### config.mk
export PLATFORM = sky130hd
export DESIGN_NAME = clamp_closure_test_sequencer
export DESIGN_NICKNAME = d
export VERILOG_FILES = /design/src/hdl/ccts_pkg.sv /design/src/hdl/ccts_step.sv /design/src/hdl/clamp_closure_test_sequencer.sv
export VERILOG_INCLUDE_DIRS = /design/src /design/src/hdl
export SDC_FILE = /design/constraint.sdc
export NUM_CORES = 1
export LEC_CHECK = 0
export BUFFER_PORTS_ARGS = -buffer_cell sky130_fd_sc_hd__buf_2
export CELL_PAD_IN_SITES_DETAIL_PLACEMENT = 1
export CELL_PAD_IN_SITES_GLOBAL_PLACEMENT = 2
export CORE_MARGIN = 5
export CORE_UTILIZATION = 44
export DETAILED_ROUTE_END_ITERATION = 7
export PLACE_DENSITY_LB_ADDON = 0.1
export SLEW_MARGIN = 20
export SYNTH_ARGS = -nofsm -noshare
export SYNTH_HDL_FRONTEND = slang
export SYNTH_SLANG_ARGS = --single-unit
### constraint.sdc
create_clock -name clk_i -period 11.7 [get_ports clk_i]
set_input_delay 2.925 -clock clk_i [delete_from_list [all_inputs] [get_ports clk_i]]
set_output_delay 2.925 -clock clk_i [all_outputs]
set_load 0.05 [all_outputs]
### src/hdl/clamp_closure_test_sequencer_defines.svh
// ----------------------------------------------------------------------------
// Clamp closure test sequencer: assertion macros
// Shared concurrent assertion helpers, clocked on clk_i and held off in reset.
// ----------------------------------------------------------------------------
`ifndef CLAMP_CLOSURE_TEST_SEQUENCER_DEFINES_SVH
`define CLAMP_CLOSURE_TEST_SEQUENCER_DEFINES_SVH

// Same-cycle implication
`define CCTS_ASSERT_IMPLY(lbl, ante, cons) \
  lbl: assert property (@(posedge clk_i) disable iff (!rst_ni) (ante) |-> (cons)) \
    else $error("clamp closure sequencer: check failed");

// Next-cycle implication
`define CCTS_ASSERT_NEXT(lbl, ante, cons) \
  lbl: assert property (@(posedge clk_i) disable iff (!rst_ni) (ante) |=> (cons)) \
    else $error("clamp closure sequencer: check failed");

`endif

### src/hdl/ccts_pkg.sv
// ----------------------------------------------------------------------------
// Clamp closure test sequencer: package
// Item types, register indexes and fixed thresholds shared by the block.
// ----------------------------------------------------------------------------
`default_nettype none

package ccts_pkg;

  // Fixed thresholds (pressure 0.1 mmHg, volume 0.01 ml, rate 0.1 ml/min)
  localparam logic signed [15:0] PRESS_FAIL     = 16'sd4000;
  localparam logic signed [15:0] PRESS_ZERO     = 16'sd0;
  localparam logic        [19:0] AC_RAISE_LIMIT = 20'd1000;
  localparam logic        [15:0] DRAIN_LIMIT    = 16'd4500;
  localparam logic        [15:0] DRAIN_SAT      = 16'hFFFF;
  localparam logic        [10:0] DRAIN_RATE     = 11'd300;

  localparam int unsigned CFG_IDX_W  = 3;
  localparam int unsigned CFG_DATA_W = 20;

  // Configuration register indexes
  typedef enum logic [CFG_IDX_W-1:0] {
    CFG_PASS_DELTA         = 3'd0,
    CFG_TEST_VOLUME_LIMIT  = 3'd1,
    CFG_INLET_TEST_RATE    = 3'd2,
    CFG_AC_TEST_RATE       = 3'd3,
    CFG_AC_PRESSURIZE_RATE = 3'd4,
    CFG_ALERT_RETRIES      = 3'd5
  } cfg_idx_e;

  // Input item kinds
  localparam logic KIND_START = 1'b0;

  typedef struct packed {
    logic               kind;
    logic signed [15:0] pressure;
    logic        [19:0] ac_volume_total;
    logic        [19:0] inlet_volume_total;
    logic        [11:0] inlet_step_volume;
    logic               fluid_seen;
    logic               alert_clear;
    logic               alarm_clear;
    logic               meter_red_cells;
    logic               meter_platelets;
    logic               red_cells_ok;
    logic               resume_past_test;
  } item_t;

  typedef struct packed {
    logic [10:0] inlet_rate;
    logic [10:0] ac_rate;
    logic        fluid_alarm;
    logic        closure_alert;
    logic        closure_alarm;
    logic        continue_alarm;
    logic        disable_red_cells;
    logic        complete;
  } result_t;

  typedef struct packed {
    logic signed [15:0] pass_delta;
    logic        [19:0] test_volume_limit;
    logic        [10:0] inlet_test_rate;
    logic        [10:0] ac_test_rate;
    logic        [10:0] ac_pressurize_rate;
    logic        [1:0]  alert_retries;
  } cfg_t;

  // Settings after reset
  localparam cfg_t CFG_RESET = '{
    pass_delta:         16'sd0,
    test_volume_limit:  20'd2000,
    inlet_test_rate:    11'd0,
    ac_test_rate:       11'd0,
    ac_pressurize_rate: 11'd0,
    alert_retries:      2'd2
  };

  typedef struct packed {
    logic               pressure_raised;
    logic               pumping_down;
    logic               finish_pending;
    logic               final_alarm_done;
    logic        [1:0]  retry_count;
    logic signed [15:0] base_pressure;
    logic        [19:0] base_ac_volume;
    logic        [19:0] base_inlet_volume;
    logic        [15:0] drain_volume;
    logic        [10:0] cmd_inlet;
    logic        [10:0] cmd_ac;
  } state_t;

endpackage

`default_nettype wire

### src/hdl/ccts_step.sv
// ----------------------------------------------------------------------------
// Clamp closure test sequencer: step logic
// Next state and result for one item, from the current state and settings.
// ----------------------------------------------------------------------------
`default_nettype none

module ccts_step import ccts_pkg::*; (
  input  item_t   item_i,
  input  state_t  st_i,
  input  cfg_t    cfg_i,
  output state_t  st_o,
  output result_t res_o
);

  logic signed [16:0] rise;
  logic        [19:0] ac_delta;
  logic        [19:0] in_delta;
  logic        [16:0] drain_sum;
  logic        [15:0] drain_new;
  logic               exit_now;
  logic               fluid_stop;

  // Differences; volume totals wrap so the 20-bit subtraction is exact
  assign rise      = $signed({item_i.pressure[15], item_i.pressure})
                   - $signed({st_i.base_pressure[15], st_i.base_pressure});
  assign ac_delta  = item_i.ac_volume_total - st_i.base_ac_volume;
  assign in_delta  = item_i.inlet_volume_total - st_i.base_inlet_volume;
  assign drain_sum = {1'b0, st_i.drain_volume} + {5'd0, item_i.inlet_step_volume};
  assign drain_new = drain_sum[16] ? DRAIN_SAT : drain_sum[15:0];
  assign exit_now  = st_i.finish_pending
                   || !(item_i.meter_red_cells && item_i.red_cells_ok)
                   || item_i.resume_past_test;

  always_comb begin
    st_o       = st_i;
    res_o      = '0;
    fluid_stop = 1'b0;

    if (item_i.kind == KIND_START) begin
      // Start of test: capture baselines only
      st_o.base_pressure     = item_i.pressure;
      st_o.base_ac_volume    = item_i.ac_volume_total;
      st_o.base_inlet_volume = item_i.inlet_volume_total;
    end else begin
      // Pump commands for the current phase
      if (!st_i.pumping_down) begin
        if (item_i.fluid_seen) begin
          res_o.fluid_alarm = 1'b1;
          fluid_stop        = 1'b1;
          st_o.cmd_ac       = '0;
          st_o.cmd_inlet    = '0;
        end else if (!st_i.pressure_raised) begin
          st_o.cmd_ac    = cfg_i.ac_pressurize_rate;
          st_o.cmd_inlet = '0;
        end else begin
          st_o.cmd_inlet = cfg_i.inlet_test_rate;
          st_o.cmd_ac    = cfg_i.ac_test_rate;
        end
      end else begin
        st_o.cmd_inlet = DRAIN_RATE;
      end

      if (exit_now) begin
        // Leave the test step with both pumps stopped
        res_o.complete      = 1'b1;
        st_o.finish_pending = 1'b0;
        st_o.cmd_inlet      = '0;
        st_o.cmd_ac         = '0;
      end else if (!fluid_stop) begin
        if (st_i.pumping_down) begin
          // Pump-down: ends on zero pressure or drained volume
          st_o.drain_volume = drain_new;
          if (item_i.pressure <= PRESS_ZERO || drain_new > DRAIN_LIMIT) begin
            st_o.drain_volume      = '0;
            st_o.pumping_down      = 1'b0;
            st_o.base_inlet_volume = item_i.inlet_volume_total;
            st_o.base_ac_volume    = item_i.ac_volume_total;
            if (st_i.retry_count < cfg_i.alert_retries) begin
              if (item_i.alert_clear) begin
                res_o.closure_alert = 1'b1;
                st_o.retry_count    = st_i.retry_count + 2'd1;
              end
            end else if (item_i.alarm_clear && !st_i.final_alarm_done) begin
              st_o.final_alarm_done = 1'b1;
              if (item_i.meter_red_cells && item_i.meter_platelets) begin
                res_o.continue_alarm    = 1'b1;
                res_o.disable_red_cells = 1'b1;
              end else begin
                res_o.closure_alarm = 1'b1;
              end
            end
          end
        end else if (!st_i.pressure_raised) begin
          // Pressurise: rebase once pressure is up or AC limit reached
          if (item_i.pressure > PRESS_ZERO || ac_delta > AC_RAISE_LIMIT) begin
            st_o.pressure_raised   = 1'b1;
            st_o.cmd_ac            = '0;
            st_o.cmd_inlet         = '0;
            st_o.base_pressure     = item_i.pressure;
            st_o.base_inlet_volume = item_i.inlet_volume_total;
            st_o.base_ac_volume    = item_i.ac_volume_total;
          end
        end else if (item_i.pressure > PRESS_FAIL) begin
          st_o.cmd_inlet    = '0;
          st_o.cmd_ac       = '0;
          st_o.pumping_down = 1'b1;
        end else if (rise <= $signed({cfg_i.pass_delta[15], cfg_i.pass_delta})) begin
          st_o.cmd_inlet      = '0;
          st_o.cmd_ac         = '0;
          st_o.finish_pending = 1'b1;
        end else if (in_delta >= cfg_i.test_volume_limit) begin
          st_o.cmd_inlet    = '0;
          st_o.cmd_ac       = '0;
          st_o.pumping_down = 1'b1;
        end
      end
    end

    res_o.inlet_rate = st_o.cmd_inlet;
    res_o.ac_rate    = st_o.cmd_ac;
  end

endmodule

`default_nettype wire

### src/hdl/clamp_closure_test_sequencer.sv
// ----------------------------------------------------------------------------
// Clamp closure test sequencer
// Runs the pump clamp closure test one control tick per item.
// ----------------------------------------------------------------------------
// Usage:
//   Input channel (in_valid_i / in_ready_o / in_data_i) carries one item per
//   control tick: a start item captures baselines, a tick item runs a phase.
//   Output channel (out_valid_o / out_ready_i / out_data_o) returns exactly
//   one result per item: held pump rates plus this tick's alert flags.
//   Settings are to be written through cfg_we_i / cfg_idx_i / cfg_wdata_i
//   only while the block is idle; the block itself does not enforce this.
//   Unknown indexes are ignored.
//   Timing: an accepted item is held in the input register, then its result
//   is registered into the output register once the output slot is free.
//   Throughput: one item per cycle while the output slot is free or being
//   drained, set by the combinational step logic that reads and updates the
//   test state between the two registers.
//   Stall: while out_ready_i is low the result holds and the input register
//   keeps one further item; input ready drops only when both are full.
//   Reset: all test state clears, settings return to their defaults and both
//   registers are emptied.
// ----------------------------------------------------------------------------
`default_nettype none

module clamp_closure_test_sequencer import ccts_pkg::*; (
  input  wire                  clk_i,
  input  wire                  rst_ni,
  input  wire                  in_valid_i,
  output logic                 in_ready_o,
  input  item_t                in_data_i,
  output logic                 out_valid_o,
  input  wire                  out_ready_i,
  output result_t              out_data_o,
  input  wire                  cfg_we_i,
  input  wire [CFG_IDX_W-1:0]  cfg_idx_i,
  input  wire [CFG_DATA_W-1:0] cfg_wdata_i
);

`include "clamp_closure_test_sequencer_defines.svh"

  item_t   in_q;
  logic    in_valid_q;
  result_t out_q;
  logic    out_valid_q;
  state_t  st_q, st_d;
  cfg_t    cfg_q;
  result_t res_d;
  logic    advance;

  // Handshake: the item moves on whenever the result slot is free
  assign advance     = in_valid_q && (!out_valid_q || out_ready_i);
  assign in_ready_o  = !in_valid_q || advance;
  assign out_valid_o = out_valid_q;
  assign out_data_o  = out_q;

  ccts_step u_step (
    .item_i (in_q),
    .st_i   (st_q),
    .cfg_i  (cfg_q),
    .st_o   (st_d),
    .res_o  (res_d)
  );

  // Valid flags, test state and settings
  always_ff @(posedge clk_i or negedge rst_ni) begin
    if (!rst_ni) begin
      in_valid_q  <= 1'b0;
      out_valid_q <= 1'b0;
      st_q        <= '0;
      cfg_q       <= CFG_RESET;
    end else begin
      if (in_ready_o) begin
        in_valid_q <= in_valid_i;
      end
      if (advance) begin
        out_valid_q <= 1'b1;
        st_q        <= st_d;
      end else if (out_ready_i) begin
        out_valid_q <= 1'b0;
      end
      if (cfg_we_i) begin
        case (cfg_idx_i)
          CFG_PASS_DELTA:         cfg_q.pass_delta         <= cfg_wdata_i[15:0];
          CFG_TEST_VOLUME_LIMIT:  cfg_q.test_volume_limit  <= cfg_wdata_i;
          CFG_INLET_TEST_RATE:    cfg_q.inlet_test_rate    <= cfg_wdata_i[10:0];
          CFG_AC_TEST_RATE:       cfg_q.ac_test_rate       <= cfg_wdata_i[10:0];
          CFG_AC_PRESSURIZE_RATE: cfg_q.ac_pressurize_rate <= cfg_wdata_i[10:0];
          CFG_ALERT_RETRIES:      cfg_q.alert_retries      <= cfg_wdata_i[1:0];
          default: ;
        endcase
      end
    end
  end

  // Payload registers
  always_ff @(posedge clk_i) begin
    if (in_ready_o && in_valid_i) begin
      in_q <= in_data_i;
    end
    if (advance) begin
      out_q <= res_d;
    end
  end

  // Checks
  `CCTS_ASSERT_IMPLY(a_complete_stops_pumps, out_valid_q && out_q.complete,
                     out_q.inlet_rate == '0 && out_q.ac_rate == '0)
  `CCTS_ASSERT_IMPLY(a_drain_excludes_finish, 1'b1,
                     !(st_q.pumping_down && st_q.finish_pending))
  `CCTS_ASSERT_IMPLY(a_final_alarm_once, advance && (res_d.closure_alarm || res_d.continue_alarm),
                     !st_q.final_alarm_done)
  `CCTS_ASSERT_NEXT(a_retry_needs_alert, advance && st_d.retry_count != st_q.retry_count,
                    out_q.closure_alert)

endmodule

`default_nettype wire
=== After elaboration in Yosys (flattened, before gate mapping) ===
Cells that the tools add are included.
W data, S select, Z words.

* Bits in registers: 277
* Bits in latches: 0
* Memory bits (writable): 0
* Memory bits (read-only): 0
* Input port bits: 104
* Output and inout bits: 30
* Logic and storage cells: 171
* Memories: 0

* $add $sub $neg: 5
* $mul: 0
* Divide/modulo/power cells: 0
* Order comparisons: 8
* Eq/ne operators: 18
* Shift operators: 0
* Mux-type cells: 61
* Bitwise operators: 7
* Reduce and logical (&&, ||, !) cells: 33

{| class="wikitable"
|+ Operators by type and width
! kind !! count
|-
| $mux W56 || 9
|-
| $mux W22 || 12
|-
| $mux W98 || 1
|-
| $mux W72 || 1
|-
| $mux W16 || 3
|-
| $mux W11 || 4
|-
| $mux W40 || 1
|-
| $sub A20 B20 Y20 || 2
|-
| $gt A16 B13 Y1 const B || 2
|-
| $mux W1 || 21
|-
| $ge A20 B20 Y1 || 1
|-
| $gt A20 B10 Y1 const B || 1
|-
| $add A16 B12 Y17 || 1
|-
| $le A17 B16 Y1 || 1
|-
| $sub A16 B16 Y17 || 1
|-
| $gt A16 B1 Y1 const B || 1
|-
| $le A16 B1 Y1 const B || 1
|-
| $reduce_and A8 Y1 || 2
|-
| $mux W2 || 7
|-
| $reduce_and A2 Y1 || 6
|-
| $reduce_and A6 Y1 || 2
|-
| $reduce_and A5 Y1 || 2
|-
| $ne A3 B1 Y1 const B || 3
|-
| $ne A2 B2 Y1 const B || 4
|-
| other kinds (19) || 43
|}

=== Longest topological paths before layout ===
Gate-level depths: netlist of the first run.

* Depth in word-level cells: 14
* Gate-level depth with buffers: 24
* Mapped depth without buffers: 23

=== Modules after synthesis ===
Synthesis of the first run repeated with hierarchy kept, for this count alone.

* Cell total of the unflattened synthesis: 1,402
* Area total of the unflattened synthesis: 16,111.7 um^2

{| class="wikitable"
|+ Modules (own cells, without submodules)
! module !! times used !! cells an instance !! area each (um^2) !! sequential area each (um^2)
|-
| clamp_closure_test_sequencer || 1 || 479 || 9,593.0 || 7,460.9
|-
| ccts_step || 1 || 923 || 6,518.8 || 0.0
|}

=== Worst setup path after synthesis of the first run ===
Ideal clock, no wire load.

* Path kind: input port to output port
* From: in out_ready_i
* To: out in_ready_o
* Arrival time: 3,408 ps
* Required time: 8,775 ps
* Slack: 5,367 ps
* Stages on the path: 1
* Path buffers: 0
* Path through: nand3b_1

* Word-level cells in the longest chain between the ends: 3

{| class="wikitable"
|+ Ends and longest elaborated chain
! item !! line !! source
|-
| from (decl) || clamp_closure_test_sequencer.sv:32 || <nowiki>input wire out_ready_i,</nowiki>
|-
| $logic_or A1 B1 Y1 || clamp_closure_test_sequencer.sv:51 || <nowiki>assign advance = in_valid_q && (!out_valid_q || out_ready_i);</nowiki>
|-
| $logic_and A1 B1 Y1 || clamp_closure_test_sequencer.sv:51 ||
|-
| $logic_or A1 B1 Y1 || clamp_closure_test_sequencer.sv:52 || <nowiki>assign in_ready_o = !in_valid_q || advance;</nowiki>
|-
| to (decl) || clamp_closure_test_sequencer.sv:29 || <nowiki>output logic in_ready_o,</nowiki>
|}

Every way passes these cells.

=== Worst setup path after layout of the first run ===
Ends and elaborated chain as after synthesis.

==> flow_metrics.py, run 1 <==
metrics = {
    "outcome": {
        "status": "completed",
    },
    "layout": {
        "fin_cells": 1893,
        "layout_common_cells": "166 x dfrtp_1, 132 x buf_2, 113 x inv_1",
        "drive_gt1_share_pct": 21.7,
        "area_delta_synth_final_pct": 15.4,
        "design_area_um2": 17000,
        "antenna_cells": 0,
        "fillCellCount": 3624,
        "postLayoutCoreUtil_pct": 51.1,
        "nNetsFinal": 1632,
        "layout_commonest_cell": "dfrtp_1",
    },
    "timing": {
        "skew_ns": 0.0206,
        "rsz0062_at_grt": "false",
        "fmaxAchievable_mhz": 157,
        "slew_violations": 0,
        "period_minus_slack_ns": 6.38,
        "finalSetupViolations": 0,
        "relSlewSlack_pct": 29.7,
        "worst_slew_pin_slew_ns": 1.05,
        "final_hold_viol_count": 0,
        "period_share_pct": 54.5,
        "setup_tns_ns": 0,
        "hold_slack_ns": 0.465,
    },
    "floorplan": {
        "core_area_um2": 33400,
        "start_util_pct": 44.3,
        "ios": 134,
        "die_width_um": 193,
        "fp.dieH_um": 193,
        "fp-row-count": 67,
        "fp.dieArea_um2": 37300,
    },
    "synthesis": {
        "syn_inst": 1279,
        "ys_top_cells_by_area": "dfrtp_1 28%, edfxtp_1 21%, ha_1 8.8%",
        "synth_top_area_cell": "dfrtp_1",
        "synth_top_area_share_pct": 28.1,
        "ys_seq_area_share_pct": 50.3,
        "ys_async_sr_fraction_pct": 62.7,
        "synth_cell_type_count": 81,
        "avgSynthCellArea_um2": 11.5,
        "ys_warn_count": 0,
        "synth.net_count": 1491,
        "synth-main-ff-cell": "dfrtp_1",
        "synth_area_um2": 14800,
        "synth-edff-count": 103,
        "ys_seq_elements": 276,
    },
    "route": {
        "viasPerCell": 5.40,
        "final_antenna_net_count": 0,
        "dr_total_vias": 10226,
        "routed_wl_um": 35200,
        "drc": 0,
        "drt_pass1_iterations": 8,
        "drtIter0Drc": 364,
        "wl_per_cell_um": 18.6,
    },
    "place": {
        "place_hpwl_um": 25500,
        "port-buffer-count": 133,
        "place_area_um2": 15900,
        "place_congestion": 0.776,
        "placedCellCount": 1832,
    },
    "global_route": {
        "grt_pass1_vias": 11088,
        "grt_pass1_wl_um": 58400,
        "met1_usage_pct": 25.0,
        "use_met2_pct": 32.4,
        "grt_overflow_total": 0,
        "antenna_found_initial": 0,
        "grtUsageTotal_pct": 18.9,
        "grt_max_degree": 79,
        "grt_use_met3_pct": 3.01,
        "grt-busiest-layer": "met2",
    },
    "setup_path": {
        "critPathTopFamily": "buffers and inverters",
        "worst-setup-path-type": "primary input to output port",
        "cp_max_fo": 3,
        "rrSetupSlack_ns": 5.49,
        "worst_r2r_path_depth": 23,
        "cp-startpoint": "out_ready_i",
        "cpPeakStageDelay_ns": 0.24,
        "crit_path_end_kind": "output port",
        "crit_chain": "buf_2, nand3b_1, buf_2",
        "cp_common_cell": "buf_2",
        "crit-reg2reg-launch": "in_q[19]$_DFFE_PP_",
        "critPathLaunchType": "primary input",
        "cp_num_buf_inv": 2,
        "crit_arrival_ns": 3.45,
        "cpMaxStageDelayCell": "buf_2",
        "timing.rr.end": "out_data_o[24]$_DFFE_PP_",
        "required_ns": 8.78,
    },
    "clock_tree": {
        "clock-root-buffer": "clkbuf_16",
        "clkLatencyLatePin_ns": 0.54,
        "clock_sinks": 276,
        "cts_tree": "done",
        "ctsResizeCount": 0,
        "cts_setup_buffers": 0,
        "cts_hold_buf": 0,
        "clk_path_buf_depth": 3,
        "cts.reportedPaths.clkPinSlew_ns": 0.05,
        "cts_max_level": 2,
        "cts_buffers": 34,
    },
    "pwr": {
        "p_per_area_nw_per_um2": 208,
        "peakVddDrop_mv": 0.133,
        "power_leakage_nw": 7.66,
    },
    "min_path": {
        "hp-class": "flop to flop",
        "whs_path_depth": 1,
        "hp-start": "st_q[96]$_DFFE_PN0P_",
        "min_to": "st_q[96]$_DFFE_PN0P_",
    },
    "flow_run": {
        "max_cap_viol_count": 0,
    },
}
==> worst max path at each step <==
| stage | to | slack [ns] | depth (start not counted) |
|---|---|---|---|
| after floorplan | in_ready_o | 5.37 | 1 |
| after global placement | in_ready_o | 5.34 | 3 |
| after detailed placement | in_ready_o | 5.33 | 3 |
| after CTS | in_ready_o | 5.33 | 3 |
| after global routing | out_data_o[24]$_DFFE_PP_ | 4.92 | 23 |
| final | in_ready_o | 5.32 | 3 |
==> metrics by stage <==
step,power (mW),setup slack (ns)
2_1_floorplan,2.21,5.37
3_3_place_gp,2.48,5.34
3_5_place_dp,2.53,5.33
4_1_cts,3.60,5.33
5_1_grt,3.80,4.92
6_report,3.54,5.32
==> logic make-up (layout without fill, tap and decap cells) <==
family	Yosys count	after routing	share of synthesized area (%)
and+or+nand+nor	291	291	9.95
adders and majority gates	108	108	9.35
AOI/OAI and AO/OA	295	295	14.1
muxes	112	112	9.45
buffers and inverters	153	319	4.18
xor gates and xnor gates	44	44	2.61
DFF	276	276	50.3
==> area by class of cell <==
class	count	area, um^2	area share [%]
Sequential cell	276	7430	43.6
Multi-Input combinational cell	850	6760	39.7
Clock buffer	51	986	5.79
Timing Repair Buffer	144	754	4.43
Tap cell	448	561	3.29
Inverter	114	428	2.51
Clock inverter	10	119	0.698
==> sequential cells by signal, indices dropped and copies added (netlist names) <==
register	cells
st_q	100
in_q	76
cfg_q	71
out_data_o	27
in_valid_q	1
out_valid_o	1
==> worst reg2reg max path: cells and delay by family, from the launching register on <==
kind	cells	cell delay (ns)
fa+ha+maj	3	0.83
simple gates	5	1.46
compound gates	12	3.10
flops	1	0.39
xor+xnor	1	0.17
buf+inv	2	0.13
==> layer usage <==
layer	part of all wire, %	vias up
li1	-	4957
met1	47	5079
met2	48	148
met3	3.3	42
met4	1.8	0
met5	0	-
==> power by group <==
part	switching (mW)	total (mW)	internal (mW)
sequential	0.0905	1.26	1.17
clock	0.408	1.04	0.630
combinational	0.682	1.24	0.562
total	1.18	3.54	2.36
==> cell usage after synthesis, types with 6 or more instances <==
cell type  instances
edfxtp_1         103
or3_1              9
o21ai_0           67
a31oi_1            6
a21oi_1           54
dfrtp_1          166
mux2_4            39
mux2_2            54
o31ai_1           15
a21o_1            29
a22o_1            14
or4_1              6
and3_1            10
nor2_1            59
nor2b_1           18
dfstp_2            7
nand3_1           20
clkbuf_1          30
a32o_1            24
nand2b_1          12
o211ai_1           7
nor4_1             7
o21a_1            10
ha_1             104
nor3_1            24
and2_1             6
nand2_1           87
mux2_1             9
xor2_1            16
mux2i_1           10
a21boi_0           8
xnor2_1           28
inv_1            113
Power figures use the tool's default switching activity.
==> run 2: changes to the inputs <==
--- a/config.mk
+++ b/config.mk
@@ -10,7 +10,7 @@
 export CELL_PAD_IN_SITES_DETAIL_PLACEMENT = 1
 export CELL_PAD_IN_SITES_GLOBAL_PLACEMENT = 2
 export CORE_MARGIN = 5
-export CORE_UTILIZATION = 44
+export CORE_UTILIZATION = 37
 export DETAILED_ROUTE_END_ITERATION = 7
 export PLACE_DENSITY_LB_ADDON = 0.1
 export SLEW_MARGIN = 20
==> constraint.sdc (replaced) <==
create_clock -name clk_i -period 5.2 [get_ports clk_i]
set_input_delay 1.3 -clock clk_i [delete_from_list [all_inputs] [get_ports clk_i]]
set_output_delay 1.3 -clock clk_i [all_outputs]
set_load 0.05 [all_outputs]
==> flow_metrics.py, run 2 (synthesized netlist as in run 1, its figures left out) <==
metrics = {
    "setup_path": {
        "cp_common_cell": "a21o_1",
        "required_ns": 5.61,
        "crit_arrival_ns": 5.30,
        "critPathLaunchType": "flop",
        "cpMaxStageDelayCell": "edfxtp_1",
        "cp_max_fo": 7,
        "crit_path_end_kind": "flop",
        "cpPeakStageDelay_ns": 0.39,
        "worst-setup-path-type": "flop to flop",
    },
    "pwr": {
        "power_leakage_nw": 7.85,
        "p_int_mw": 5.54,
        "combPwrFrac_pct": 36.5,
        "peakVddDrop_mv": 0.311,
        "seqPwrFrac_pct": 33.8,
        "switching_share_pct": 33.7,
        "clkPwrFrac_pct": 29.6,
        "p_sw_mw": 2.81,
        "p_per_area_nw_per_um2": 477,
    },
    "layout": {
        "fillCellCount": 4301,
        "area_delta_synth_final_pct": 18.7,
        "antenna_cells": 0,
        "layout_commonest_cell": "dfrtp_1",
        "postLayoutCoreUtil_pct": 44.2,
        "design_area_um2": 17500,
        "layout_common_cells": "166 x dfrtp_1, 132 x buf_2, 112 x inv_1",
        "nNetsFinal": 1659,
        "top_register": "st_q",
        "largest_register_ff_count": 100,
        "top_regs": "st_q (100), in_q (76), cfg_q (71)",
        "drive_gt1_share_pct": 24.6,
    },
    "flow_run": {
        "max_cap_viol_count": 0,
    },
    "place": {
        "place_congestion": 0.787,
        "pre_cts_ws_ns": -0.186,
        "port-buffer-count": 133,
        "place_hpwl_um": 26200,
        "place_area_um2": 16200,
    },
    "route": {
        "routed_wl_um": 36400,
        "viasPerCell": 5.11,
        "wl_per_cell_um": 18.2,
        "drtIter0Drc": 349,
        "drt_pass1_iterations": 4,
        "dr_total_vias": 10208,
        "drc": 0,
        "final_antenna_net_count": 0,
    },
    "timing": {
        "skew_ns": 0.0169,
        "finalSetupViolations": 0,
        "worst_slew_pin_slew_ns": 0.996,
        "fmaxAchievable_mhz": 204,
        "period_share_pct": 94.1,
        "worst_slack_ns": 0.306,
        "period_minus_slack_ns": 4.89,
        "final_hold_viol_count": 0,
        "slew_violations": 0,
        "relSlewSlack_pct": 33.4,
    },
    "global_route": {
        "grt_pass1_vias": 11060,
        "antenna_found_initial": 1,
        "grt_overflow_total": 0,
        "grtUsageTotal_pct": 16.7,
        "grt_max_degree": 120,
        "grt_pass1_wl_um": 59500,
    },
    "clock_tree": {
        "cts_tree": "done",
        "cts.reportedPaths.clkPinSlew_ns": 0.06,
        "clock_sinks": 276,
        "cts_max_level": 2,
        "clk_path_buf_depth": 3,
        "cts_buffers": 35,
        "clock-root-buffer": "clkbuf_16",
        "clkLatencyLatePin_ns": 0.55,
    },
    "floorplan": {
        "ios": 134,
        "fp.dieH_um": 210,
        "fp.dieArea_um2": 44000,
        "die_width_um": 210,
        "fp-row-count": 73,
        "core_area_um2": 39600,
        "start_util_pct": 37.3,
    },
    "min_path": {
        "hp-class": "flop to flop",
    },
    "outcome": {
        "status": "completed",
    },
}
==> run 2: cell count changes in the layout (fill, tap and decap cells not counted), sizes merged <==
cell      previous run  this run
clkinv               6        16
buf                144       170
clkinvlp             0         1
bufinv               2         4
clkbuf              51        40
==> run 2: final timing paths <==
check / from / to / slack (ns) / depth (start not counted)
hold reg to reg: st_q[96]$_DFFE_PN0P_ / st_q[96]$_DFFE_PN0P_ / 0.46 / 1
setup / recovery: in_q[19]$_DFFE_PP_ / out_data_o[21]$_DFFE_PP_ / 0.31 / 27
max in group asynchronous: rst_ni / st_q[42]$_DFFE_PN0P_ / 3.38 / 2
min in group asynchronous: rst_ni / st_q[29]$_DFFE_PN0P_ / 0.70 / 1
setup reg to reg: in_q[19]$_DFFE_PP_ / out_data_o[21]$_DFFE_PP_ / 0.31 / 27
hold / removal: st_q[96]$_DFFE_PN0P_ / st_q[96]$_DFFE_PN0P_ / 0.46 / 1
==> run 2: power groups by stage <==
stage	combinational (mW)	clock [mW]	sequential (mW)
detailed placement	2.95	0	2.87
global placement	2.90	0	2.85
finish	3.05	2.48	2.83
floorplan	2.12	0	2.85
global route	3.46	2.66	2.87
CTS	3.02	2.57	2.83
==> run 2: repair_timing <==
action | 4_1_cts | 5_1_grt
buffers inserted | 3 | 3
endpoints found under the hold margin | 0 | 0
pin swaps | 10 | 18
endpoints found under the setup margin | 44 | 46
gates resized for setup | 12 | 25
cloned | 0 | 0
hold buffers | 0 | 0
==> run 2: through the flow <==
step	hold WS [ns]	cells	power, mW	TNS, ns
global route	0.495	1998	9.00	-0.0787
global placement	0.442	1929	5.75	-0.0345
CTS	0.459	1995	8.43	0
finish	0.460	1998	8.36	0
floorplan	0.428	1279	4.97	0
detailed placement	0.446	1929	5.82	-3.24
==> run 2: area by class of cell <==
cell class	count	area (um^2)	share of cell area, %
Clock inverter	23	246	1.41
Sequential cell	276	7430	42.4
Multi-Input combinational cell	850	6860	39.1
Clock buffer	40	925	5.27
Timing Repair Buffer	170	991	5.65
Inverter	114	428	2.44
Tap cell	525	657	3.75
==> run 2: worst max-delay path, delay by kind of cell, from the launching register on <==
kind                       cells  cell delay (ns)
adders and majority gates      3             0.84
and+or+nand+nor                3             0.37
DFF                            1             0.39
buffers and inverters          7             0.84
AOI/OAI and AO/OA             14             2.32
==> run 2: per-layer routing <==
layer	wire length [um]	track usage (%)	vias to the layer above
met4	693	4.37	2
li1	-	-	5005
met3	1330	2.99	47
met5	7	0	-
met2	17300	28.1	134
met1	17100	22.2	5020
==> run 3: changes to the inputs <==
--- a/config.mk
+++ b/config.mk
@@ -16,4 +16,5 @@
 export SLEW_MARGIN = 20
 export SYNTH_ARGS = -nofsm -noshare
 export SYNTH_HDL_FRONTEND = slang
+export SYNTH_HIERARCHICAL = 1
 export SYNTH_SLANG_ARGS = --single-unit
==> flow_metrics.py, run 3 <==
metrics = {
    "outcome": {
        "status": "completed",
    },
    "pwr": {
        "power_leakage_nw": 8.28,
        "peakVddDrop_mv": 0.298,
        "p_per_area_nw_per_um2": 460,
    },
    "synthesis": {
        "avgSynthCellArea_um2": 11.5,
        "synth_common_cells": "216 x mux2_2, 166 x dfrtp_1, 118 x inv_1, 104 x edfxtp_1, 104 x ha_1",
        "synth_top_area_share_pct": 25.8,
        "synth_cell_type_count": 83,
        "synth-edff-count": 104,
        "synth.net_count": 1614,
        "ys_seq_elements": 277,
        "ys_async_sr_fraction_pct": 62.5,
        "yosysMostFrequentCell": "mux2_2",
        "syn_inst": 1402,
        "ys_top_cells_by_area": "dfrtp_1 26%, edfxtp_1 19%, mux2_2 15%",
        "ys_warn_count": 6,
        "ys_seq_area_share_pct": 46.3,
        "synth_area_um2": 16100,
        "synth_top_area_cell": "dfrtp_1",
        "synth-main-ff-cell": "dfrtp_1",
    },
    "setup_path": {
        "critPathLaunchType": "flop",
        "rrSetupSlack_ns": 0.33,
        "required_ns": 5.64,
        "timing.rr.end": "st_q[14]$_DFFE_PN0P_",
        "worst-setup-path-type": "flop to flop",
        "crit-reg2reg-launch": "in_q[60]$_DFFE_PP_",
        "worst_r2r_path_depth": 24,
        "crit_arrival_ns": 5.30,
        "cp_max_fo": 4,
        "crit_path_end_kind": "flop",
    },
    "route": {
        "final_antenna_net_count": 0,
        "viasPerCell": 5.14,
        "routed_wl_um": 41300,
        "wl_per_cell_um": 19.2,
        "drtIter0Drc": 384,
        "drt_pass1_iterations": 4,
        "dr_total_vias": 11075,
        "drc": 0,
    },
    "timing": {
        "period_minus_slack_ns": 4.87,
        "slew_violations": 0,
        "finalSetupViolations": 0,
        "setup_tns_ns": 0,
        "worst_slew_pin_slew_ns": 1.07,
        "period_share_pct": 93.6,
        "skew_ns": 0.0196,
        "final_hold_viol_count": 0,
        "fmaxAchievable_mhz": 206,
        "relSlewSlack_pct": 28.3,
    },
    "clock_tree": {
        "clk_path_buf_depth": 3,
        "cts_max_level": 2,
        "cts_tree": "done",
        "clock-root-buffer": "clkbuf_16",
        "clkLatencyLatePin_ns": 0.55,
        "clock_sinks": 277,
        "cts_buffers": 34,
        "cts.reportedPaths.clkPinSlew_ns": 0.06,
    },
    "layout": {
        "area_delta_synth_final_pct": 15.8,
        "fillCellCount": 4616,
        "postLayoutCoreUtil_pct": 43.3,
        "top_register": "st_q",
        "nNetsFinal": 1754,
        "regArea_um2": 7460,
        "multiInputGateArea_um2": 7930,
        "top_regs": "st_q (100), in_q (76), cfg_q (71)",
        "antenna_cells": 0,
        "layout_common_cells": "216 x mux2_2, 166 x dfrtp_1, 132 x buf_2",
        "drive_gt1_share_pct": 30.4,
        "layout_commonest_cell": "mux2_2",
        "largest_register_ff_count": 100,
    },
    "place": {
        "place_congestion": 0.805,
        "place_hpwl_um": 29900,
        "port-buffer-count": 133,
    },
    "min_path": {
        "hp-class": "flop to flop",
        "min_to": "st_q[2]$_DFFE_PN0P_",
        "hp-start": "st_q[2]$_DFFE_PN0P_",
        "whs_path_depth": 1,
    },
    "floorplan": {
        "start_util_pct": 37.4,
        "fp-row-count": 76,
        "fp.dieH_um": 219,
        "ios": 134,
        "fp.dieArea_um2": 47800,
        "die_width_um": 219,
        "core_area_um2": 43100,
    },
    "global_route": {
        "grt_pass1_vias": 11841,
        "grtUsageTotal_pct": 17.2,
        "grt_max_degree": 78,
        "antenna_found_initial": 2,
        "grt_overflow_total": 0,
        "grt_pass1_wl_um": 65400,
    },
    "flow_run": {
        "max_cap_viol_count": 0,
    },
}
-- run 3: changes by cell type after synthesis, moves of 7 or more --
cell	delta
a211oi_1	+8
a21o_1	-11
a311o_1	+7
a32o_1	-24
and3_1	+9
buf_2	+16
buf_4	+22
clkbuf_1	-14
mux2_2	+162
mux2_4	-34
nand2_1	-28
nand4_1	+9
nor2b_1	+16
o21ai_0	-29
-- run 3: worst max-delay path, cell delays in order (launching register included) --
cell and delay [ns]:
edfxtp_1 0.39, buf_4 0.15, ha_1 0.27, nor2b_1 0.14, o21ai_0 0.11, a21boi_1 0.23
o211ai_1 0.15, a21oi_1 0.25, nor3_2 0.10, or3_1 0.41, a211o_1 0.27, nand3_1 0.10
ha_1 0.25, nand3_1 0.11, nor3_2 0.07, a2111oi_2 0.31, o21ai_1 0.12, o21ai_1 0.14
buf_4 0.13, and2_4 0.15, buf_4 0.11, nor3_1 0.04, buf_4 0.18, a311o_1 0.32
mux2_2 0.26
-- run 3: worst max-delay path by stage --
stage / endpoint / start / cells past startpoint
3_3_place_gp: st_q[4]$_DFFE_PN0P_ / in_q[59]$_DFFE_PP_ / 25
6_report: st_q[14]$_DFFE_PN0P_ / in_q[60]$_DFFE_PP_ / 24
5_1_grt: st_q[16]$_DFFE_PN0P_ / in_q[60]$_DFFE_PP_ / 24
3_5_place_dp: st_q[3]$_DFFE_PN0P_ / in_q[59]$_DFFE_PP_ / 25
2_1_floorplan: st_q[10]$_DFFE_PN0P_ / in_q[59]$_DFFE_PP_ / 24
4_1_cts: st_q[3]$_DFFE_PN0P_ / in_q[19]$_DFFE_PP_ / 23
-- run 3: metal layers --
metal / share of wire (%) / global-route usage (%) / wire length [um]
met5: 0 / 0 / 0
met4: 2.0 / 4.71 / 831
met3: 3.2 / 2.63 / 1320
met2: 49 / 29.6 / 20300
met1: 46 / 22.6 / 18900
-- run 3: area by class of cell --
class | count | share of cell area (%)
clock buffer | 52 | 5.47
clock inverter | 10 | 0.617
inverter | 118 | 2.37
multi-input combinational | 945 | 42.5
sequential | 277 | 40.0
tap | 585 | 3.92
timing repair buffer | 166 | 5.10
-- run 3: stage by stage --
step	total power, mW	worst slack, ns	hold slack, ns	cells	instance area (um^2)
2_1_floorplan	5.23	0.0553	0.457	1402	16100
3_3_place_gp	6.08	0.00594	0.479	2088	17400
3_5_place_dp	6.17	-0.220	0.487	2088	17400
4_1_cts	8.66	0.000401	0.499	2150	18600
5_1_grt	9.24	-0.00736	0.517	2153	18700
6_report	8.58	0.334	0.502	2153	18700
-- run 3: kinds of logic after synthesis --
logic type	Yosys count	synth area share (%)
AO/OA/AOI/OAI	253	11.2
XOR/XNOR	41	2.23
adder cells (fa/ha/maj)	108	8.57
buffers and inverters	180	5.10
flip-flops	277	46.3
multiplexers	232	16.3
AND/OR/NAND/NOR	311	10.3
-- run 3: repair_timing --
action,4_1_cts,5_1_grt
buffers inserted,0,2
resized for setup,7,21
gates cloned,0,1
pin swaps,0,8
setup endpoints to repair,44,45
hold buffers,0,0
-- run 3: report_power, final --
part / internal, mW / switching [mW]
combinational: 1.54 / 1.77
sequential: 2.64 / 0.224
clock: 1.42 / 0.978
total: 5.61 / 2.97
